File: src/hw/rtl/assert_macros.svh
// ----------------------------------------------------------------------------
// Assertion macros
// Concurrent assertion helpers used by the top-level RTL file. Defining
// NO_ASSERTIONS removes every check.
// ----------------------------------------------------------------------------
`ifndef ASSERT_MACROS_SVH
`define ASSERT_MACROS_SVH

`ifndef NO_ASSERTIONS

// When a holds, b must hold in the same cycle.
`define ASSERT_IMPL(label, clk, rstn, a, b) \
    label: assert property (@(posedge clk) disable iff (!rstn) (a) |-> (b)) \
        else $error("assertion failed: same-cycle implication");

// When a holds, b must hold in the following cycle.
`define ASSERT_NEXT(label, clk, rstn, a, b) \
    label: assert property (@(posedge clk) disable iff (!rstn) (a) |=> (b)) \
        else $error("assertion failed: next-cycle implication");

`else

`define ASSERT_IMPL(label, clk, rstn, a, b)
`define ASSERT_NEXT(label, clk, rstn, a, b)

`endif

`endif

File: src/hw/rtl/kptm_pkg.sv
// ----------------------------------------------------------------------------
// kptm_pkg
// Constants, codes and shared types of the key policy table.
// ----------------------------------------------------------------------------
`default_nettype none

package kptm_pkg;

    localparam int TABLE_DEPTH   = 32;
    localparam int KEY_ID_WORDS  = 1;
    localparam int MEASURE_WORDS = 4;
    localparam int KEY_WORDS     = 4;
    localparam int NONCE_WORDS   = 2;
    localparam int HMAC_WORDS    = 4;

    localparam int WORD_W   = 64;
    localparam int STATUS_W = 3;
    localparam int INDEX_W  = 5;

    localparam int ADD_LEN   = KEY_ID_WORDS + MEASURE_WORDS + KEY_WORDS;
    localparam int MATCH_LEN = KEY_ID_WORDS + NONCE_WORDS + MEASURE_WORDS + HMAC_WORDS;
    localparam int MAX_LEN   = (ADD_LEN > MATCH_LEN) ? ADD_LEN : MATCH_LEN;

    // Words compared per entry during a search: key id followed by measure.
    localparam int CMP_WORDS = KEY_ID_WORDS + MEASURE_WORDS;
    localparam int MEAS_POS  = KEY_ID_WORDS + NONCE_WORDS;
    localparam int HMAC_POS  = MEAS_POS + MEASURE_WORDS;

    localparam int POS_W   = $clog2(MAX_LEN);
    localparam int ENTRY_W = (TABLE_DEPTH > 1) ? $clog2(TABLE_DEPTH) : 1;
    localparam int COUNT_W = $clog2(TABLE_DEPTH + 1);
    localparam int MWORD_W = $clog2(CMP_WORDS);
    localparam int KWORD_W = (KEY_WORDS > 1) ? $clog2(KEY_WORDS) : 1;
    localparam int MADDR_W = ENTRY_W + MWORD_W;
    localparam int KADDR_W = ENTRY_W + KWORD_W;

    localparam int S_TDATA_W = WORD_W;
    localparam int M_TDATA_W = ((INDEX_W + WORD_W + 7) / 8) * 8;
    localparam int M_PAD_W   = M_TDATA_W - INDEX_W - WORD_W;

    localparam logic ACT_ADD   = 1'b0;
    localparam logic ACT_MATCH = 1'b1;

    typedef enum logic [STATUS_W-1:0] {
        STAT_ADDED    = 3'd0,
        STAT_FULL     = 3'd1,
        STAT_BAD_ATT  = 3'd2,
        STAT_NO_MATCH = 3'd3,
        STAT_MATCH    = 3'd4
    } status_t;

    typedef enum logic [2:0] {
        SR_IDLE,
        SR_SCAN,
        SR_RESULT,
        SR_KEY_RD,
        SR_KEY_WR
    } sr_state_t;

    typedef logic [CMP_WORDS-1:0][WORD_W-1:0] req_words_t;

    // End of a request, raised in the cycle its last word is transferred.
    typedef struct packed {
        logic               valid;
        logic               is_match;
        logic               att_ok;
        logic               full;
        logic [ENTRY_W-1:0] entry;
    } fin_t;

    // Flow control from the search side back to the request side.
    typedef struct packed {
        logic idle;
        logic out_free;
    } ctl_t;

endpackage

`default_nettype wire

File: src/hw/rtl/kptm_search.sv
// ----------------------------------------------------------------------------
// kptm_search
// Walks the match memory for the first equal entry, reads out its key and
// holds the result register of the output channel.
// ----------------------------------------------------------------------------
`default_nettype none

module kptm_search (
    input  wire logic                            aclk,
    input  wire logic                            aresetn,
    input  wire kptm_pkg::fin_t                  fin,
    input  wire logic [kptm_pkg::COUNT_W-1:0]    entry_count,
    input  wire kptm_pkg::req_words_t            req_words,
    output logic                                 mrd_en,
    output logic      [kptm_pkg::MADDR_W-1:0]    mrd_addr,
    input  wire logic [kptm_pkg::WORD_W-1:0]     mrd_data,
    output logic                                 krd_en,
    output logic      [kptm_pkg::KADDR_W-1:0]    krd_addr,
    input  wire logic [kptm_pkg::WORD_W-1:0]     krd_data,
    output kptm_pkg::ctl_t                       ctl,
    output logic                                 m_tvalid,
    input  wire logic                            m_tready,
    output kptm_pkg::status_t                    m_status,
    output logic      [kptm_pkg::INDEX_W-1:0]    m_index,
    output logic      [kptm_pkg::WORD_W-1:0]     m_key,
    output logic                                 m_last
);

    kptm_pkg::sr_state_t          state_reg, state_next;

    logic [kptm_pkg::ENTRY_W-1:0] scan_entry_reg, scan_entry_next;
    logic [kptm_pkg::MWORD_W-1:0] scan_word_reg, scan_word_next;
    logic                         issue_on_reg, issue_on_next;
    logic                         cmp_valid_reg, cmp_valid_next;
    logic [kptm_pkg::ENTRY_W-1:0] cmp_entry_reg, cmp_entry_next;
    logic [kptm_pkg::MWORD_W-1:0] cmp_word_reg, cmp_word_next;
    logic                         cmp_final_reg, cmp_final_next;
    logic                         same_reg, same_next;
    logic [kptm_pkg::ENTRY_W-1:0] match_entry_reg, match_entry_next;
    logic [kptm_pkg::KWORD_W-1:0] key_idx_reg, key_idx_next;

    logic                         m_valid_reg, m_valid_next;
    kptm_pkg::status_t            m_status_reg, m_status_next;
    logic [kptm_pkg::INDEX_W-1:0] m_index_reg, m_index_next;
    logic [kptm_pkg::WORD_W-1:0]  m_key_reg, m_key_next;
    logic                         m_last_reg, m_last_next;

    logic out_free;
    logic start_scan;
    logic same_now;
    logic entry_done;
    logic hit;
    logic miss_all;
    logic scan_last_entry;
    logic key_last;

    assign out_free   = !m_valid_reg || m_tready;
    assign start_scan = fin.valid && fin.is_match && fin.att_ok && (entry_count != '0);
    assign key_last   = (key_idx_reg == kptm_pkg::KWORD_W'(kptm_pkg::KEY_WORDS - 1));
    assign scan_last_entry =
        (kptm_pkg::COUNT_W'(scan_entry_reg) + kptm_pkg::COUNT_W'(1)) == entry_count;

    // Compare stage: the memory word read last cycle against the request.
    always_comb begin
        same_now   = (mrd_data == req_words[cmp_word_reg]) &&
                     ((cmp_word_reg == '0) || same_reg);
        entry_done = cmp_valid_reg &&
                     (cmp_word_reg == kptm_pkg::MWORD_W'(kptm_pkg::CMP_WORDS - 1));
        hit        = entry_done && same_now;
        miss_all   = entry_done && !same_now && cmp_final_reg;
    end

    always_comb begin
        state_next = state_reg;
        unique case (state_reg)
            kptm_pkg::SR_IDLE: begin
                if (start_scan) begin
                    state_next = kptm_pkg::SR_SCAN;
                end
            end
            kptm_pkg::SR_SCAN: begin
                if (hit) begin
                    state_next = kptm_pkg::SR_KEY_RD;
                end else if (miss_all) begin
                    state_next = kptm_pkg::SR_RESULT;
                end
            end
            kptm_pkg::SR_RESULT: begin
                if (out_free) begin
                    state_next = kptm_pkg::SR_IDLE;
                end
            end
            kptm_pkg::SR_KEY_RD: begin
                state_next = kptm_pkg::SR_KEY_WR;
            end
            kptm_pkg::SR_KEY_WR: begin
                if (out_free) begin
                    state_next = key_last ? kptm_pkg::SR_IDLE : kptm_pkg::SR_KEY_RD;
                end
            end
            default: begin
                state_next = kptm_pkg::SR_IDLE;
            end
        endcase
    end

    always_comb begin
        scan_entry_next  = scan_entry_reg;
        scan_word_next   = scan_word_reg;
        issue_on_next    = issue_on_reg;
        cmp_valid_next   = 1'b0;
        cmp_entry_next   = scan_entry_reg;
        cmp_word_next    = scan_word_reg;
        cmp_final_next   = scan_last_entry;
        same_next        = cmp_valid_reg ? same_now : same_reg;
        match_entry_next = match_entry_reg;
        key_idx_next     = key_idx_reg;
        mrd_en           = 1'b0;
        mrd_addr         = {scan_entry_reg, scan_word_reg};
        krd_en           = 1'b0;
        krd_addr         = {match_entry_reg, key_idx_reg};
        m_valid_next     = m_valid_reg && !m_tready;
        m_status_next    = m_status_reg;
        m_index_next     = m_index_reg;
        m_key_next       = m_key_reg;
        m_last_next      = m_last_reg;

        unique case (state_reg)
            kptm_pkg::SR_IDLE: begin
                // The request side only ends a request when the result
                // register is free, so single results load at once.
                if (fin.valid) begin
                    m_key_next  = '0;
                    m_last_next = 1'b1;
                    m_index_next = '0;
                    if (!fin.is_match) begin
                        m_valid_next  = 1'b1;
                        m_status_next = fin.full ? kptm_pkg::STAT_FULL : kptm_pkg::STAT_ADDED;
                        m_index_next  = fin.full ? '0 : kptm_pkg::INDEX_W'(fin.entry);
                    end else if (!fin.att_ok) begin
                        m_valid_next  = 1'b1;
                        m_status_next = kptm_pkg::STAT_BAD_ATT;
                    end else if (entry_count == '0) begin
                        m_valid_next  = 1'b1;
                        m_status_next = kptm_pkg::STAT_NO_MATCH;
                    end
                end
                scan_entry_next = '0;
                scan_word_next  = '0;
                issue_on_next   = start_scan;
                key_idx_next    = '0;
            end
            kptm_pkg::SR_SCAN: begin
                // One memory word a cycle; the read in flight when a hit
                // resolves is simply dropped.
                mrd_en = issue_on_reg;
                if (issue_on_reg) begin
                    cmp_valid_next = !hit;
                    if (scan_word_reg == kptm_pkg::MWORD_W'(kptm_pkg::CMP_WORDS - 1)) begin
                        scan_word_next  = '0;
                        scan_entry_next = scan_entry_reg + 1'b1;
                        if (scan_last_entry) begin
                            issue_on_next = 1'b0;
                        end
                    end else begin
                        scan_word_next = scan_word_reg + 1'b1;
                    end
                end
                if (hit || miss_all) begin
                    issue_on_next  = 1'b0;
                    cmp_valid_next = 1'b0;
                end
                if (hit) begin
                    match_entry_next = cmp_entry_reg;
                end
            end
            kptm_pkg::SR_RESULT: begin
                if (out_free) begin
                    m_valid_next  = 1'b1;
                    m_status_next = kptm_pkg::STAT_NO_MATCH;
                    m_index_next  = '0;
                    m_key_next    = '0;
                    m_last_next   = 1'b1;
                end
            end
            kptm_pkg::SR_KEY_RD: begin
                krd_en = 1'b1;
            end
            kptm_pkg::SR_KEY_WR: begin
                if (out_free) begin
                    m_valid_next  = 1'b1;
                    m_status_next = kptm_pkg::STAT_MATCH;
                    m_index_next  = kptm_pkg::INDEX_W'(match_entry_reg);
                    m_key_next    = krd_data;
                    m_last_next   = key_last;
                    key_idx_next  = key_idx_reg + 1'b1;
                end
            end
            default: begin
            end
        endcase
    end

    always_ff @(posedge aclk) begin
        if (!aresetn) begin
            state_reg     <= kptm_pkg::SR_IDLE;
            issue_on_reg  <= 1'b0;
            cmp_valid_reg <= 1'b0;
            m_valid_reg   <= 1'b0;
        end else begin
            state_reg     <= state_next;
            issue_on_reg  <= issue_on_next;
            cmp_valid_reg <= cmp_valid_next;
            m_valid_reg   <= m_valid_next;
        end
    end

    always_ff @(posedge aclk) begin
        scan_entry_reg  <= scan_entry_next;
        scan_word_reg   <= scan_word_next;
        cmp_entry_reg   <= cmp_entry_next;
        cmp_word_reg    <= cmp_word_next;
        cmp_final_reg   <= cmp_final_next;
        same_reg        <= same_next;
        match_entry_reg <= match_entry_next;
        key_idx_reg     <= key_idx_next;
        m_status_reg    <= m_status_next;
        m_index_reg     <= m_index_next;
        m_key_reg       <= m_key_next;
        m_last_reg      <= m_last_next;
    end

    assign ctl.idle     = (state_reg == kptm_pkg::SR_IDLE);
    assign ctl.out_free = out_free;
    assign m_tvalid     = m_valid_reg;
    assign m_status     = m_status_reg;
    assign m_index      = m_index_reg;
    assign m_key        = m_key_reg;
    assign m_last       = m_last_reg;

endmodule

`default_nettype wire

File: config.mk
export PLATFORM = sky130hd
export DESIGN_NAME = kptm_search
export DESIGN_NICKNAME = d
export VERILOG_FILES = /design/src/hw/rtl/assert_macros.svh /design/src/hw/rtl/kptm_pkg.sv /design/src/hw/rtl/kptm_search.sv
export SDC_FILE = /design/constraint.sdc
export NUM_CORES = 1
export LEC_CHECK = 0
export BUFFER_PORTS_ARGS = -buffer_cell sky130_fd_sc_hd__buf_2
export CORE_AREA = 4 4 216 218
export DETAILED_ROUTE_END_ITERATION = 16
export DIE_AREA = 0 0 220 222
export PLACE_DENSITY_LB_ADDON = 0.05
export SLEW_MARGIN = 5
export SYNTH_ARGS = -nofsm -noshare
export SYNTH_HDL_FRONTEND = slang
export SYNTH_SLANG_ARGS = --single-unit
File: constraint.sdc
create_clock -name aclk -period 13.8 [get_ports aclk]
set_clock_uncertainty 0.1 [all_clocks]
set_input_delay 1.38 -clock aclk [delete_from_list [all_inputs] [get_ports aclk]]
set_output_delay 1.38 -clock aclk [all_outputs]
set_load 0.01 [all_outputs]
Word-level counts from Yosys, hierarchy flattened
Index checks and enable logic that the tools add are counted.
{ "classes": {"magnitude_cmp": 1, "mux": 52, "n_reduce_logical": 32, "addsub": 4, "eq_ne": 17, "n_bitwise": 3} }
{ "op_table": {"columns": ["cell", "n"], "rows": [
  ["64-bit two-way mux", 4],
  ["64-bit binary-select mux with 3-bit select", 1],
  ["64-bit case mux with 3 select lines", 1],
  ["64-bit equality test", 1],
  ["3-bit two-way mux", 13],
  ["5-bit two-way mux", 7],
  ["1-bit two-way mux", 15],
  ["3-bit case mux with 5 select lines", 1],
  ["5-bit case mux with 3 select lines", 1],
  ["2-bit != test (second input constant)", 5],
  ["5-bit case mux with 2 select lines", 1],
  ["3-bit equality test (second input constant)", 3],
  ["1-bit logical AND", 9],
  ["3-bit case mux with 3 select lines", 1],
  ["4-bit AND reduction", 2],
  ["5-bit by 1-bit adder with 6-bit output (second input constant)", 1],
  ["3-bit by 2-bit equality test with 1-bit output (second input constant)", 2],
  ["6-bit equality test", 1],
  ["3-bit zero test", 2],
  ["6-bit zero test", 1],
  ["3-bit case mux with 2 select lines", 1],
  ["2-bit AND reduction", 3],
  ["6-bit nonzero test", 1],
  ["5-bit by 1-bit adder with 5-bit output (second input constant)", 1],
  ["other kinds (21)", 31]
]} }
{ "totals": {"wordCells": 125, "out_inout_bits": 93, "reg_bits": 104, "in_bits": 466} }

Logic depth before layout (Yosys ltp)
{ "depth": {"depth_word": 10, "mapped_depth": 14, "ltp_nobuf": 9} }

Least setup slack after synthesis
OpenSTA, ideal clock, no wires.
{ "synth_timing": {"kind": "in2reg", "startpoint": "input port m_tready", "endpoint": "register m_index_reg (netlist bit m_index[0]) (enable)", "slack_ps": 8677, "required_time_ps": 13202, "setup_time_ps": 498, "path_stages": 4, "arrival_ps": 4525, "path_buffers": 0, "path_cell_list": "nor2b_1 > nor2_1 > a21oi_1 > nor2_1"} }
{ "synth_via": {"elab_chain_len": 3, "word_cells_on_any_way": 4, "classes_between": "eq/ne (2); reduce/logical (2)"} }
{ "synth_rtl": {"columns": ["item", "line_no", "text"], "rows": [
  ["from (decl)", "kptm_search.sv:22", "input wire logic m_tready,"],
  ["1-bit logical OR *", "kptm_search.sv:57", "assign out_free = !m_valid_reg || m_tready;"],
  ["2-bit != test (no source line)", null, null],
  ["4-bit AND reduction (no source line) *", null, null],
  ["to (signal assigned)", "kptm_search.sv:228", "m_index_reg <= m_index_next;"],
  ["to (decl)", "kptm_search.sv:44", "logic [kptm_pkg::INDEX_W-1:0] m_index_reg, m_index_next;"]
]} }
Mark *: on every way between the ends. The rest lies on a longest branch, timed or not.
A chain may end at the register's enable or synchronous reset.

Worst setup path after layout
{ "layout_timing": {"startpoint": "register cmp_word_reg[1] (netlist name)", "endpoint": "register match_entry_reg[4] (netlist name) (enable)"} }
{ "layout_via": {"elab_chain_len": 6, "word_cells_on_any_way": 10, "classes_between": "eq/ne (2); mux (2); reduce/logical (6)"} }
{ "layout_rtl": {"columns": ["item", "line_no", "text"], "rows": [
  ["from (decl)", "kptm_search.sv:36", "logic [kptm_pkg::MWORD_W-1:0] cmp_word_reg, cmp_word_next;"],
  ["from (signal assigned)", "kptm_search.sv:222", "cmp_word_reg <= cmp_word_next;"],
  ["64-bit binary-select mux with 3-bit select", "kptm_search.sv:65", "same_now = (mrd_data == req_words[cmp_word_reg]) &&"],
  ["64-bit two-way mux (implied by the code)", "kptm_search.sv:65", null],
  ["64-bit equality test", "kptm_search.sv:65", null],
  ["1-bit logical AND", "kptm_search.sv:65", null],
  ["1-bit logical AND *", "kptm_search.sv:69", "hit = entry_done && same_now;"],
  ["2-bit AND reduction (no source line) *", null, null],
  ["to (signal assigned)", "kptm_search.sv:225", "match_entry_reg <= match_entry_next;"],
  ["to (decl)", "kptm_search.sv:39", "logic [kptm_pkg::ENTRY_W-1:0] match_entry_reg, match_entry_next;"]
]} }
Mark *: on every way between the ends. The rest lies on a longest branch, timed or not. The select of a mux whose other input is x is not followed.

==> key figures <==
Routing
  • Post-route ant nets: 0
  • Post-Route WL: 55.01 mm
  • Drt pass-1 iters: 5
  • DRC violations left: 0
  • 1st-iter DRT viols: 848
  • Vias per cell: 4.891
  • Drt wl/cell: 26.85 µm
  • DR vias: 10.02k

Die
  • Die Height: 222 µm
  • Starting Density: 19.08%
  • DIE AREA: 48840 µm²
  • Die width: 220 µm
  • Row Count: 78
  • Core ar.: 44890 µm²
  • IO Count: 559

Setup path
  • CP Capture Type: flip-flop
  • Worst Path Max Fanout: 64
  • Reg2Reg Depth: 8
  • Worst Setup SP: cmp_word_reg[1]
  • CP Launch Type: flip-flop
  • WP depth: 8
  • Worst Setup Path Type: flip-flop to flip-flop
  • Worst-path cell chain: buf_4, and3b_1, a22oi_1, a311oi_1, o2111ai_1, nor4_1, nand4_2, nor4_1
  • Worst EP arrival: 5.29 ns
  • Cell family with most CP delay: simple AND/OR/NAND/NOR gates
  • Flop-to-flop setup slack: 8.39 ns
  • Crit path to: match_entry_reg[4]
  • Cell mode on critical path: nor4_1
  • FF-to-FF End: match_entry_reg[4]
  • CP max-delay cell: nor4_1
  • Max incr delay on CP: 0.88 ns
  • R2r startpoint: cmp_word_reg[1]
  • CP bufs+invs: 1
  • Req. time, crit path: 13.69 ns

Clocking
  • CTS tree: done
  • # H-tree levels: 3
  • Clock tree buffer depth: 2
  • Post-CTS Setup Bufs: 0
  • Clock sinks: 104
  • CTS buffer count: 9
  • Post-cts gate resize count: 0
  • Worst-Skew Late Latency: 0.37 ns
  • Clk slew on worst S/H paths: 0.08 ns
  • Post-CTS Hold Fix Bufs: 0
  • Root Buffer: clkbuf_16

Yosys
  • Ys flop type: edfxtp_1
  • Synth area leaders: edfxtp_1 (31%), mux2i_1 (9.1%), and3_1 (5.3%), a21oi_1 (3.6%), dfxtp_1 (3.5%)
  • Syn Nets: 1393
  • Ys Warns: 0
  • Seq cells post-synth: 104
  • Synthesized instance count: 923
  • Synth cell types: 81
  • Register area share after synthesis: 34.71%
  • Mapped Area: 8564 µm²
  • Post-synth EDFFs: 89
  • Area leader, netlist: edfxtp_1
  • Top cell type's share of synthesized area: 31.21%
  • Post-synthesis average cell area: 9.279 µm²
  • Asr flop ratio synth: 0%

Power and ir drop
  • Cell Pwr Density: 168.0 nW/µm²
  • VDD IR max: 0.09304 mV
  • Leakage Power: 5.537 nW

Timing
  • Slew Viols, Final: 0
  • FMAX: 0.1850 GHz
  • RSZ-0062 raised after global routing: false
  • Slew HR: 31.82%
  • Worst-Margin Slew: 1.023 ns
  • Final period util: 39.17%
  • Setup TNS Final: 0 ns
  • Tmin final: 5.405 ns
  • Final hold vios: 0
  • Final setup margin: 8.395 ns
  • Setup violators final: 0

Cells and area
  • Most common cell after layout, fill and taps aside: buf_2
  • Most frequent cells in the layout: buf_2 (558), edfxtp_1 (89), mux2i_1 (78), and3_1 (72), a21oi_1 (61)
  • Area delta synth->final: 41.94%
  • Max reg flops: 64
  • Nets: 1903
  • Layout cells sized above 1: 44.58%

GRT
  • Total GRT Usage: 21.25%
  • Number of global-route vias before repair: 9995
  • Largest net degree at the start of global routing: 76
  • Global-route wire length before repair: 74.84 mm
  • Grt ovf: 0
  • Initial antenna violation count: 18

Place
  • Routability cong.: 0.9139
  • IO buf count: 558
  • Final HPWL DP: 45.11 mm
  • Post-place setup slack: 8.212 ns

Run
  • Max-cap violations: 0

Worst hold path
  • Worst hold path depth: 0
  • Worst min path class: flip-flop to flip-flop

Status
  • Status: complete, no violations
[cells by family (layout without fill, tap and decap cells)]
logic type	Yosys count	count (layout)	share of synthesized area (%)
AOI/OAI and AO/OA	300	300	23.81
and+or+nand+nor	267	267	16.99
buffers and inverters	114	629	6.662
muxes	112	112	14.99
DFF	104	104	34.71
xor gates and xnor gates	22	22	2.250
adders and majority gates	4	4	0.5844
other	0	11	0
[cell usage after synthesis (15+ instances only)]
cell      instances
clkbuf_1         33
a21oi_1          61
nand2_1          60
edfxtp_1         89
nand3_1          15
mux2i_1          78
nor2_1           36
o22ai_1          29
buf_2            24
dfxtp_1          15
o21ai_0          60
and3_1           72
nor2b_1          17
inv_1            37
a22oi_1          19
mux2_2           25
[power by group]
group          switching (W)  total (W)  internal (W)
Combinational       0.000756    0.00117      0.000418
Clock               0.000135   0.000262      0.000126
Sequential          0.000103   0.000606      0.000503
Total               0.000995    0.00204       0.00105
[through the flow]
step	total power [W]	cells	instance area [µm²]	hold slack, ns	utilization (%)
after floorplan	0.001293	923	8564	0.2855	-
after global placement	0.001807	2022	11840	0.2927	26.38
after detailed placement	0.001801	2022	11840	0.2902	26.38
after CTS	0.002070	2038	12130	0.3071	27.02
after global routing	0.002172	2042	12140	0.3156	27.04
final	0.002042	2049	12160	0.3058	27.08
[routing by layer]
layer | GRT usage, % | part of all wire, %
met1 | 26.69 | 40
met2 | 37.59 | 51
met3 | 4.865 | 7.4
met4 | 3.464 | 1.2
met5 | 0 | 0.17
[worst min path at each step]
stage	slack (ns)	startpoint	to
after global placement	0.29	cmp_entry_reg[1]	match_entry_reg[1]
after floorplan	0.29	cmp_entry_reg[0]	match_entry_reg[0]
after CTS	0.31	cmp_entry_reg[2]	match_entry_reg[2]
after detailed placement	0.29	cmp_entry_reg[4]	match_entry_reg[4]
after global routing	0.32	cmp_entry_reg[4]	match_entry_reg[4]
final	0.31	cmp_entry_reg[2]	match_entry_reg[2]
[worst register-to-register path: stages (launching register included)]
cell and delay [ns]:
dfxtp_4 0.68, buf_4 0.74, and3b_1 0.65, a22oi_1 0.24, a311oi_1 0.56, o2111ai_1 0.24
nor4_1 0.65, nand4_2 0.28, nor4_1 0.89
[layout make-up]
type                            count  area [µm²]
Multi-Input combinational cell    705        5046
Antenna cell                       11       27.53
Tap cell                          600       750.7
Sequential cell                   104        2985
Clock inverter                      7       62.56
Clock buffer                        9       225.2
Timing Repair Buffer              574        2913
Fill cell                        5001       32740
Inverter                           39       146.4
(Power assumes the default switching activity.)
