File: config.mk
export PLATFORM = sky130hd
export DESIGN_NAME = kptm_ingest
export DESIGN_NICKNAME = d
export VERILOG_FILES = /design/src/hw/rtl/assert_macros.svh /design/src/hw/rtl/kptm_pkg.sv /design/src/hw/rtl/kptm_ingest.sv
export SDC_FILE = /design/constraint.sdc
export NUM_CORES = 1
export LEC_CHECK = 0
export BUFFER_PORTS_ARGS = -buffer_cell sky130_fd_sc_hd__buf_2
export CAP_MARGIN = 20
export CORE_AREA = 2 2 192 194
export CTS_BUF_LIST = sky130_fd_sc_hd__clkbuf_8 sky130_fd_sc_hd__clkbuf_16
export DETAILED_ROUTE_END_ITERATION = 8
export DIE_AREA = 0 0 194 196
export GPL_TIMING_DRIVEN = 0
export PLACE_DENSITY = 0.63
export RECOVER_POWER = 50
export SYNTH_ARGS = -nofsm -noshare
export SYNTH_HDL_FRONTEND = slang
export SYNTH_SLANG_ARGS = --single-unit
File: constraint.sdc
create_clock -name aclk -period 9.93 [get_ports aclk]
set_input_delay 1.986 -clock aclk [delete_from_list [all_inputs] [get_ports aclk]]
set_output_delay 1.986 -clock aclk [all_outputs]
set_load 0.02 [all_outputs]
File: src/hw/rtl/assert_macros.svh
// ----------------------------------------------------------------------------
// Assertion macros
// Concurrent assertion helpers used by the top-level RTL file. Defining
// NO_ASSERTIONS removes every check.
// ----------------------------------------------------------------------------
`ifndef ASSERT_MACROS_SVH
`define ASSERT_MACROS_SVH

`ifndef NO_ASSERTIONS

// When a holds, b must hold in the same cycle.
`define ASSERT_IMPL(label, clk, rstn, a, b) \
    label: assert property (@(posedge clk) disable iff (!rstn) (a) |-> (b)) \
        else $error("assertion failed: same-cycle implication");

// When a holds, b must hold in the following cycle.
`define ASSERT_NEXT(label, clk, rstn, a, b) \
    label: assert property (@(posedge clk) disable iff (!rstn) (a) |=> (b)) \
        else $error("assertion failed: next-cycle implication");

`else

`define ASSERT_IMPL(label, clk, rstn, a, b)
`define ASSERT_NEXT(label, clk, rstn, a, b)

`endif

`endif

File: src/hw/rtl/kptm_pkg.sv
// ----------------------------------------------------------------------------
// kptm_pkg
// Constants, codes and shared types of the key policy table.
// ----------------------------------------------------------------------------
`default_nettype none

package kptm_pkg;

    localparam int TABLE_DEPTH   = 32;
    localparam int KEY_ID_WORDS  = 1;
    localparam int MEASURE_WORDS = 4;
    localparam int KEY_WORDS     = 4;
    localparam int NONCE_WORDS   = 2;
    localparam int HMAC_WORDS    = 4;

    localparam int WORD_W   = 64;
    localparam int STATUS_W = 3;
    localparam int INDEX_W  = 5;

    localparam int ADD_LEN   = KEY_ID_WORDS + MEASURE_WORDS + KEY_WORDS;
    localparam int MATCH_LEN = KEY_ID_WORDS + NONCE_WORDS + MEASURE_WORDS + HMAC_WORDS;
    localparam int MAX_LEN   = (ADD_LEN > MATCH_LEN) ? ADD_LEN : MATCH_LEN;

    // Words compared per entry during a search: key id followed by measure.
    localparam int CMP_WORDS = KEY_ID_WORDS + MEASURE_WORDS;
    localparam int MEAS_POS  = KEY_ID_WORDS + NONCE_WORDS;
    localparam int HMAC_POS  = MEAS_POS + MEASURE_WORDS;

    localparam int POS_W   = $clog2(MAX_LEN);
    localparam int ENTRY_W = (TABLE_DEPTH > 1) ? $clog2(TABLE_DEPTH) : 1;
    localparam int COUNT_W = $clog2(TABLE_DEPTH + 1);
    localparam int MWORD_W = $clog2(CMP_WORDS);
    localparam int KWORD_W = (KEY_WORDS > 1) ? $clog2(KEY_WORDS) : 1;
    localparam int MADDR_W = ENTRY_W + MWORD_W;
    localparam int KADDR_W = ENTRY_W + KWORD_W;

    localparam int S_TDATA_W = WORD_W;
    localparam int M_TDATA_W = ((INDEX_W + WORD_W + 7) / 8) * 8;
    localparam int M_PAD_W   = M_TDATA_W - INDEX_W - WORD_W;

    localparam logic ACT_ADD   = 1'b0;
    localparam logic ACT_MATCH = 1'b1;

    typedef enum logic [STATUS_W-1:0] {
        STAT_ADDED    = 3'd0,
        STAT_FULL     = 3'd1,
        STAT_BAD_ATT  = 3'd2,
        STAT_NO_MATCH = 3'd3,
        STAT_MATCH    = 3'd4
    } status_t;

    typedef enum logic [2:0] {
        SR_IDLE,
        SR_SCAN,
        SR_RESULT,
        SR_KEY_RD,
        SR_KEY_WR
    } sr_state_t;

    typedef logic [CMP_WORDS-1:0][WORD_W-1:0] req_words_t;

    // End of a request, raised in the cycle its last word is transferred.
    typedef struct packed {
        logic               valid;
        logic               is_match;
        logic               att_ok;
        logic               full;
        logic [ENTRY_W-1:0] entry;
    } fin_t;

    // Flow control from the search side back to the request side.
    typedef struct packed {
        logic idle;
        logic out_free;
    } ctl_t;

endpackage

`default_nettype wire

File: src/hw/rtl/kptm_ingest.sv
// ----------------------------------------------------------------------------
// kptm_ingest
// Assembles request words: writes add requests straight into the table
// memories, keeps the compare words of a match request and checks its hmac.
// ----------------------------------------------------------------------------
`default_nettype none

module kptm_ingest (
    input  wire logic                            aclk,
    input  wire logic                            aresetn,
    input  wire logic                            s_tvalid,
    output logic                                 s_tready,
    input  wire logic                            s_action,
    input  wire logic [kptm_pkg::WORD_W-1:0]     s_word,
    input  wire kptm_pkg::ctl_t                  ctl,
    output kptm_pkg::fin_t                       fin,
    output logic      [kptm_pkg::COUNT_W-1:0]    entry_count,
    output kptm_pkg::req_words_t                 req_words,
    output logic                                 mwr_en,
    output logic      [kptm_pkg::MADDR_W-1:0]    mwr_addr,
    output logic                                 kwr_en,
    output logic      [kptm_pkg::KADDR_W-1:0]    kwr_addr,
    output logic      [kptm_pkg::WORD_W-1:0]     wr_data
);

    logic [kptm_pkg::POS_W-1:0]   pos_reg, pos_next;
    logic                         kind_reg, kind_next;
    logic                         att_reg, att_next;
    logic [kptm_pkg::COUNT_W-1:0] count_reg, count_next;
    kptm_pkg::req_words_t         req_words_reg;

    logic                         accept;
    logic                         kind_cur;
    logic [kptm_pkg::POS_W-1:0]   last_pos;
    logic                         is_last;
    logic                         last_pending;
    logic                         full;
    logic                         att_final;
    logic                         add_wr;
    logic [kptm_pkg::ENTRY_W-1:0] entry_ptr;

    // A first word never ends a request, so readiness need not look at
    // the action bit of the word on offer.
    assign last_pending = (pos_reg != '0) &&
        (pos_reg == ((kind_reg == kptm_pkg::ACT_MATCH) ?
                     kptm_pkg::POS_W'(kptm_pkg::MATCH_LEN - 1) :
                     kptm_pkg::POS_W'(kptm_pkg::ADD_LEN - 1)));
    assign s_tready = ctl.idle && (!last_pending || ctl.out_free);
    assign accept   = s_tvalid && s_tready;

    assign kind_cur = (pos_reg == '0) ? s_action : kind_reg;
    assign last_pos = (kind_cur == kptm_pkg::ACT_MATCH) ?
                      kptm_pkg::POS_W'(kptm_pkg::MATCH_LEN - 1) :
                      kptm_pkg::POS_W'(kptm_pkg::ADD_LEN - 1);
    assign is_last  = (pos_reg == last_pos);
    assign full     = (count_reg == kptm_pkg::COUNT_W'(kptm_pkg::TABLE_DEPTH));
    assign entry_ptr = count_reg[kptm_pkg::ENTRY_W-1:0];

    always_comb begin
        att_final = (pos_reg == '0) ? 1'b1 : att_reg;
        if (kind_cur == kptm_pkg::ACT_MATCH &&
            pos_reg >= kptm_pkg::POS_W'(kptm_pkg::HMAC_POS) && s_word != '0) begin
            att_final = 1'b0;
        end
    end

    // Add words go to the slot after the last valid entry; the slot only
    // counts once the whole request has arrived.
    assign add_wr   = accept && (kind_cur == kptm_pkg::ACT_ADD) && !full;
    assign mwr_en   = add_wr && (pos_reg < kptm_pkg::POS_W'(kptm_pkg::CMP_WORDS));
    assign kwr_en   = add_wr && (pos_reg >= kptm_pkg::POS_W'(kptm_pkg::CMP_WORDS));
    assign mwr_addr = {entry_ptr, kptm_pkg::MWORD_W'(pos_reg)};
    assign kwr_addr = {entry_ptr,
                       kptm_pkg::KWORD_W'(pos_reg - kptm_pkg::POS_W'(kptm_pkg::CMP_WORDS))};
    assign wr_data  = s_word;

    always_comb begin
        pos_next   = pos_reg;
        kind_next  = kind_reg;
        att_next   = att_reg;
        count_next = count_reg;
        if (accept) begin
            pos_next  = is_last ? '0 : pos_reg + 1'b1;
            kind_next = kind_cur;
            att_next  = att_final;
            if (is_last && kind_cur == kptm_pkg::ACT_ADD && !full) begin
                count_next = count_reg + 1'b1;
            end
        end
    end

    always_ff @(posedge aclk) begin
        if (!aresetn) begin
            pos_reg   <= '0;
            kind_reg  <= kptm_pkg::ACT_ADD;
            att_reg   <= 1'b1;
            count_reg <= '0;
        end else begin
            pos_reg   <= pos_next;
            kind_reg  <= kind_next;
            att_reg   <= att_next;
            count_reg <= count_next;
        end
    end

    // Key id and measure of a match request, packed as the table stores them.
    always_ff @(posedge aclk) begin
        if (accept && kind_cur == kptm_pkg::ACT_MATCH) begin
            if (pos_reg < kptm_pkg::POS_W'(kptm_pkg::KEY_ID_WORDS)) begin
                req_words_reg[kptm_pkg::MWORD_W'(pos_reg)] <= s_word;
            end else if (pos_reg >= kptm_pkg::POS_W'(kptm_pkg::MEAS_POS) &&
                         pos_reg < kptm_pkg::POS_W'(kptm_pkg::HMAC_POS)) begin
                req_words_reg[kptm_pkg::MWORD_W'(
                    pos_reg - kptm_pkg::POS_W'(kptm_pkg::NONCE_WORDS))] <= s_word;
            end
        end
    end

    assign req_words    = req_words_reg;
    assign entry_count  = count_reg;
    assign fin.valid    = accept && is_last;
    assign fin.is_match = (kind_cur == kptm_pkg::ACT_MATCH);
    assign fin.att_ok   = att_final;
    assign fin.full     = full;
    assign fin.entry    = entry_ptr;

endmodule

`default_nettype wire

; ---- Word level (Yosys, flattened, before mapping)
; Cells that the tools add are included.
[word_totals]
regBits = 332
input_bits = 70
out_inout_bits = 417
wordCells = 66
[classes]
n_mux = 14
n_eq_ne = 3
bitwise = 1
n_reduce_logical = 25
n_addsub = 4
magnitude_cmp = 10
[ops]
columns = cell, n
row1 = $bwmux W320, 2
row2 = $mux W320, 2
row3 = $demux W64 S3, 2
row4 = $mux W64, 2
row5 = $reduce_bool A64 Y1, 1
row6 = $logic_and A1 B1 Y1, 16
row7 = $eq A4 B4 Y1, 2
row8 = $ge A4 B3 Y1 const B, 2
row9 = $lt A3 B4 Y1 const B, 2
row10 = $lt A4 B3 Y1 const B, 2
row11 = $add A6 B1 Y6 const B, 1
row12 = $eq A6 B6 Y1 const B, 1
row13 = $ge A3 B1 Y1 const B, 2
row14 = $add A4 B1 Y4 const B, 1
row15 = $ge A4 B2 Y1 const B, 1
row16 = $logic_not A4 Y1, 1
row17 = $lt A4 B1 Y1 const B, 1
row18 = $mux W2, 2
row19 = $mux W4, 1
row20 = $reduce_and A2 Y1, 2
row21 = $reduce_bool A4 Y1, 1
row22 = $mux W1, 3
row23 = $sub A3 B2 Y3 const B, 1
row24 = $logic_not A1 Y1, 2
row25 = other kinds (4), 4

; ---- Depth between registers and ports, before layout
; Gate-level depths: netlist of the first run.
[logic_depth]
ltp_word = 10
depth_mapped = 8
ltp_nobuf = 7

; ---- Least setup slack after synthesis of the first run
; OpenSTA, ideal clock, no wires.
[synth_path]
path_kind = input to register
startpoint = input port s_tvalid
endpoint = register req_words_reg, in the netlist req_words[0] (enable)
stages = 4
setup_ns = 0.645
t_arrival_ns = 8.756
path_slack_ns = 0.529
path_cell_list = nand2_1 > a41oi_2 > nand4_1 > nor4_1
[synth_via]
elab_chain_len = 3
[synth_rtl]
columns = item, line
row1 = from (decl), kptm_ingest.sv:11  ; input wire logic s_tvalid,
row2 = $logic_and A1 B1 Y1, kptm_ingest.sv:49  ; assign accept = s_tvalid && s_tready;
row3 = $logic_and A1 B1 Y1, kptm_ingest.sv:108  ; if (accept && kind_cur == kptm_pkg::ACT_MATCH) begin
row4 = $reduce_and A2 Y1 (no source line), --
row5 = "to (signal, indexed assignment)", kptm_ingest.sv:110  ; req_words_reg[kptm_pkg::MWORD_W'(pos_reg)] <= s_word;
row6 = to (decl), kptm_ingest.sv:30  ; kptm_pkg::req_words_t req_words_reg;
; No other way between the ends.
; A chain may end at the register's enable or synchronous reset.

; ---- Worst setup path in the final report of the first run
[layout_path]
startpoint = input port s_word[40] in the netlist's numbering
endpoint = output port fin[6] in the netlist's numbering
[layout_via]
elab_chain_len = 3
[layout_rtl]
columns = item, line
row1 = from (decl), kptm_ingest.sv:14  ; input wire logic [kptm_pkg::WORD_W-1:0] s_word,
row2 = $reduce_bool A64 Y1, kptm_ingest.sv:62  ; pos_reg >= kptm_pkg::POS_W'(kptm_pkg::HMAC_POS) && s_word != '0) begin
row3 = $logic_and A1 B1 Y1, kptm_ingest.sv:62
row4 = $mux W1, kptm_ingest.sv:61  ; if (kind_cur == kptm_pkg::ACT_MATCH &&
row5 = to (decl), kptm_ingest.sv:16  ; output kptm_pkg::fin_t fin,
; No other way between the ends.

==> results of run 1 <==
## tightest hold or removal path, cell delays in order (launching register included)
cell	delay [ns]
dfxtp_1	0.34
o41ai_1	0.09
a21oi_1	0.06
## how the worst min path moves through the flow
stage,start,end,slack [ns],depth (start not counted)
finish,entry_count[5],entry_count[5],0.54,2
floorplan,att_reg,att_reg,0.52,2
global route,entry_count[5],entry_count[5],0.55,2
CTS,entry_count[5],entry_count[5],0.53,2
global placement,entry_count[5],entry_count[5],0.48,2
detailed placement,entry_count[5],entry_count[5],0.52,2
## power by group through the flow
| stage | clock (W) | sequential [W] | combinational, W |
|---|---|---|---|
| floorplan | 0 | 0.00160 | 0.000113 |
| global placement | 0 | 0.00159 | 0.000235 |
| detailed placement | 0 | 0.00158 | 0.000245 |
| CTS | 0.00131 | 0.00155 | 0.000246 |
| global route | 0.00137 | 0.00155 | 0.000256 |
| finish | 0.00129 | 0.00155 | 0.000235 |
## layout make-up
class                   count  area [µm²]
multi-input cells         426        2730
repair buffers            527        2380
fillers                  3338       18600
inverters                  12        47.5
diodes                      1        2.50
clock buffers              39         976
clock inverters            27         164
plain buffers             119         767
flip-flops and latches    332        9850
well taps                 468         586
## layer usage
layer | GRT usage | up-vias
li1 | - | 4160
met5 | 0 | -
met1 | 0.278 | 4394
met4 | 0.0612 | 0
met3 | 0.0492 | 60
met2 | 0.368 | 418
## metrics by stage
step	cells	hold WS, ns	area [µm²]
after floorplan	889	0.524	13400
after global placement	1842	0.483	16400
after detailed placement	1883	0.520	16800
after CTS	1949	0.534	17900
after global routing	1950	0.552	17500
final	1951	0.539	17500
## synthesized netlist by cell type, types with 6 or more instances
cell type	instances	area, µm²
nand2_1	7	26.3
buf_4	85	638
a21oi_1	8	40.0
inv_1	11	41.3
nand4_1	9	56.3
and2_1	320	2000
nor4_1	20	125
edfxtp_1	320	9610
nor2_1	11	41.3
dfxtp_1	12	240
ha_1	6	75.1
clkbuf_1	30	113
## logic make-up (layout without fill, tap and decap cells)
family | after synthesis | after routing | synth area share
buffers and inverters | 131 | 724 | 0.0610
AND/OR/NAND/NOR | 394 | 394 | 0.182
AO/OA/AOI/OAI | 17 | 17 | 0.00878
flip-flops | 332 | 332 | 0.736
adder cells (fa/ha/maj) | 6 | 6 | 0.00561
XOR/XNOR | 4 | 4 | 0.00262
other | 0 | 1 | 0
multiplexers | 5 | 5 | 0.00467
==> results.cfg, run 1 <==
[worst_setup_path]
crit_path_end_kind = primary output
cpLargestDelayFamily = simple AND/OR/NAND/NOR gates
cp_max_fo = 7
cp-startpoint = s_word[40]
path_cells = buf_2, nor4_1, nand4_1, or4_1, a21oi_1, buf_4, buf_2
crit_type = input port to primary output
worst_path_largest_cell_delay_ns = 0.77
required_ns = 7.94
cp_common_cell = buf_2
start_kind = input port
critical_path_cell_count = 7
r2r_slack_ns = 5.49
critical_path_buf_inv_count = 3
slowest_stage = nor4_1
rr_worst_depth = 12
cp.arrival_ns = 4.42
r2r-start = pos_reg[0]
critPathCapture = fin[6]
reg2reg_to = req_words[95]

[power]
p_leak_nw = 6.27
p_comb_frac = 0.076
seqPwrFrac = 0.504
p_clk_frac = 0.420
intPower_w = 0.00239
vdd_drop_max_uv = 122
powerDensity_nw_per_um2 = 176
p_sw_w = 0.000695
swShare = 0.226
report.power.total_w = 0.00308

[logic_synthesis]
yosysSeqAreaShare = 0.736
synth_edf_count = 320
synth_area_per_cell_um2 = 15.1
synthDistinctLibCells = 36
synth_nets = 965
synth-main-ff-cell = edfxtp_1
netlist_area_um2 = 13400
yosys_warnings = 0
ys_ff_latch = 332
syn_inst = 889
synthArstFlopShare = 0

[clock_tree]
numClockSinks = 332
cts_root_buffer = clkbuf_16
post_cts_buffers = 0
cts_inserted_buffers = 37
clk_pin_slew_ns = 0.06
clk_latency_ns = 0.52
cts_max_level = 2
ctsLongestPathBuffers = 3
ctsResizeCount = 0
cts_tree = done
cts-hold-fix-buffers = 0

[routing]
wl_met2_um = 20700
wl_met1_um = 17200
dr.pass1.iters = 7
highest_layer = met4
post_drt_wl_per_cell_um = 21.6
drt_iter0_markers = 497
num_vias = 9032
drc = 0
wl_um = 42200
ant_nets = 0
viasPerCell = 4.63
dr_wl_met3_um = 3340

[outcome]
violations = capacitance limit, slew limit
run_status = finished, violations left

[sta]
setup_ws_ns = 3.52
tightest_slew_ns = 1.63
fmax_ghz = 0.156
setup_viol_count_final = 0
setup_tns_ns = 0
fin_skew_ns = 0.0169
rsz0062_at_grt = false
finalCriticalPeriod_ns = 6.41
slew_violations = 11
max-slew-margin-rel = -0.0933
period_share = 0.646
finalHoldViolations = 0

[global_route]
grt_max_degree = 14
antenna_found_initial = 1
globalRouteOverflowTotal = 0
grt_pass1_wl_um = 61100
grt_usage = 0.216
grt_pass1_vias = 9228

[floorplan]
die_x_um = 194
dieArea_um2 = 38000
ios = 487
core_um2 = 36100
rows = 70
initial_core_util = 0.371
die_h_um = 196

[run]
cap_violations = 1

[finish]
largest_reg_flops = 320
area_growth_pct = 30.8
mostFrequentLayoutCell = clkbuf_1
layout_common_cells = 361 x clkbuf_1, 320 x edfxtp_1, 207 x and2_1
fin_util = 0.485
drive_gt1_frac = 0.228
final_nets = 1531

[placement]
place.gp.congestion = 0.818
io_buffers = 485
hpwl_um = 31300
pre_cts_ws_ns = 3.29

[worst_hold_path]
hold_class = flip-flop to flip-flop
(Power assumes the default switching activity.)
==> run 2: changes to the inputs <==
clock period = 5.1 ns   (was 9.93 ns; I/O delays follow)
==> run 2 against run 1 <==
  * The run still ends with capacitance limit, slew limit left
  * Core utilization rose by 0.069 points
  * Cell count decreased by 0.67%
  * Die area did not move
  * Power is 100% higher
  * Clock power is 110% higher
  * Combinational power increased by 93%
  * Register-to-register slack got worse by 4.8 ns
  * Worst setup slack got worse by 2.8 ns
  * Sequential share of layout area is 0.081 points lower
  * Critical path type is now flip-flop to flip-flop
  * Highest routed layer unchanged
==> results.cfg, run 2 (synthesized netlist as in run 1, its figures left out) <==
[floorplan]
dieArea_um2 = 38000
initial_core_util = 0.371
rows = 70
die_h_um = 196
core_um2 = 36100
ios = 487
die_x_um = 194

[finish]
area_growth_pct = 31.0
layoutNonFillerInstCount = 1938
mostFrequentLayoutCell = clkbuf_1
drive_gt1_frac = 0.179
stdcell_area_um2 = 17500
largest_reg_flops = 320
layout_common_cells = 428 x clkbuf_1, 320 x edfxtp_1, 268 x and2_1
final_nets = 1519

[sta]
slew_violations = 11
rsz0062_at_grt = false
finalCriticalPeriod_ns = 4.39
setup_tns_ns = 0
fmax_ghz = 0.228
finalHoldViolations = 0
tightest_slew_ns = 1.77
max-slew-margin-rel = -0.191
setup_viol_count_final = 0
period_share = 0.862
fin_skew_ns = 0.0159
hold_slack_ns = 0.525

[worst_hold_path]
hold_class = flip-flop to flip-flop
whs_path_depth = 2

[clock_tree]
ctsLongestPathBuffers = 3
cts_root_buffer = clkbuf_16
numClockSinks = 332
clk_pin_slew_ns = 0.06
ctsResizeCount = 0
cts_max_level = 2
clk_latency_ns = 0.52
cts-hold-fix-buffers = 0
post_cts_buffers = 0
cts_tree = done
cts_inserted_buffers = 36

[routing]
ant_nets = 0
post_drt_wl_per_cell_um = 21.9
dr.pass1.iters = 4
viasPerCell = 4.67
num_vias = 9054
wl_um = 42400
drc = 0
drt_iter0_markers = 567

[worst_setup_path]
cp_max_fo = 10
slowest_stage = nor3_1
worst_path_largest_cell_delay_ns = 1.38
cp.arrival_ns = 4.77
start_kind = flip-flop
required_ns = 5.47
crit_path_end_kind = flip-flop
path_cells = clkbuf_1, inv_1, ha_1, nor2b_1, xnor2_1, nor3_1, clkbuf_1, and2_1
cp_common_cell = clkbuf_1
rr_worst_depth = 8
crit_type = flip-flop to flip-flop

[power]
p_sw_w = 0.00137
p_comb_frac = 0.074
intPower_w = 0.00479
vdd_drop_max_uv = 251
powerDensity_nw_per_um2 = 351
swShare = 0.222
p_clk_frac = 0.435
p_leak_nw = 6.11
seqPwrFrac = 0.491

[global_route]
grt_pass1_wl_um = 59900
globalRouteOverflowTotal = 0
grt_usage = 0.214
grt_max_degree = 20
grt_pass1_vias = 8758
antenna_found_initial = 1

[placement]
hpwl_um = 31400
io_buffers = 485
place_area_um2 = 16900
place.gp.congestion = 0.791
dp.cells = 1873

[outcome]
run_status = finished, violations left
violations = capacitance limit, slew limit

[run]
cap_violations = 1
[run 2: changes by cell type in the layout (fill, tap and decap cells not counted), moves of 2 or more]
cell       delta
buf_2        -68
nor4_2        -2
buf_8         +8
and2_0       -61
clkbuf_4     +16
and2_1       +61
clkbuf_1     +67
clkbuf_16     -2
buf_16        +3
inv_1         -8
buf_4        -36
bufinv_16     +4
nor4_4        +2
[run 2: path summary, 6_finish.rpt]
path	from	endpoint	slack, ns
max	pos_reg[0]	req_words[76]	0.71
min	entry_count[5]	entry_count[5]	0.53
max reg2reg	pos_reg[0]	req_words[76]	0.71
min reg2reg	entry_count[5]	entry_count[5]	0.53
[run 2: power groups by stage]
stage	registers, W	logic (W)	clock network [W]
2_1_floorplan	0.00312	0.000221	0
3_3_place_gp	0.00309	0.000460	0
3_5_place_dp	0.00308	0.000483	0
4_1_cts	0.00302	0.000484	0.00273
5_1_grt	0.00302	0.000491	0.00283
6_report	0.00302	0.000454	0.00268
[run 2: critical path: cells and delay by family (launching register included)]
family / cells / cell delay (ns)
and+or+nand+nor: 3 / 1.81
buffers and inverters: 3 / 1.46
DFF: 1 / 0.39
adders and majority gates: 1 / 0.36
xor gates and xnor gates: 1 / 0.23
[run 2: per-stage QoR]
| step | setup WS (ns) | util | power (W) |
|---|---|---|---|
| detailed placement | 0.787 | 0.468 | 0.00356 |
| CTS | 0.779 | 0.501 | 0.00623 |
| global route | 0.432 | 0.486 | 0.00634 |
| finish | 0.705 | 0.486 | 0.00615 |
| floorplan | -1.61 | - | 0.00334 |
| global placement | -5.62 | 0.455 | 0.00355 |
[run 2: area by class of cell]
type,instances,area (µm²)
well taps,468,586
flip-flops and latches,332,9850
diodes,1,2.50
clock buffers,37,926
fillers,3361,18600
repair buffers,516,2340
inverters,12,47.5
clock inverters,27,280
plain buffers,119,767
multi-input cells,426,2740
[run 2: metal layers]
| layer | track usage | vias to the layer above | routed length, µm |
|---|---|---|---|
| met2 | 0.362 | 383 | 20800 |
| li1 | - | 4146 | - |
| met4 | 0.0567 | 0 | 867 |
| met5 | 0 | - | 0 |
| met1 | 0.276 | 4475 | 17400 |
| met3 | 0.0529 | 50 | 3300 |
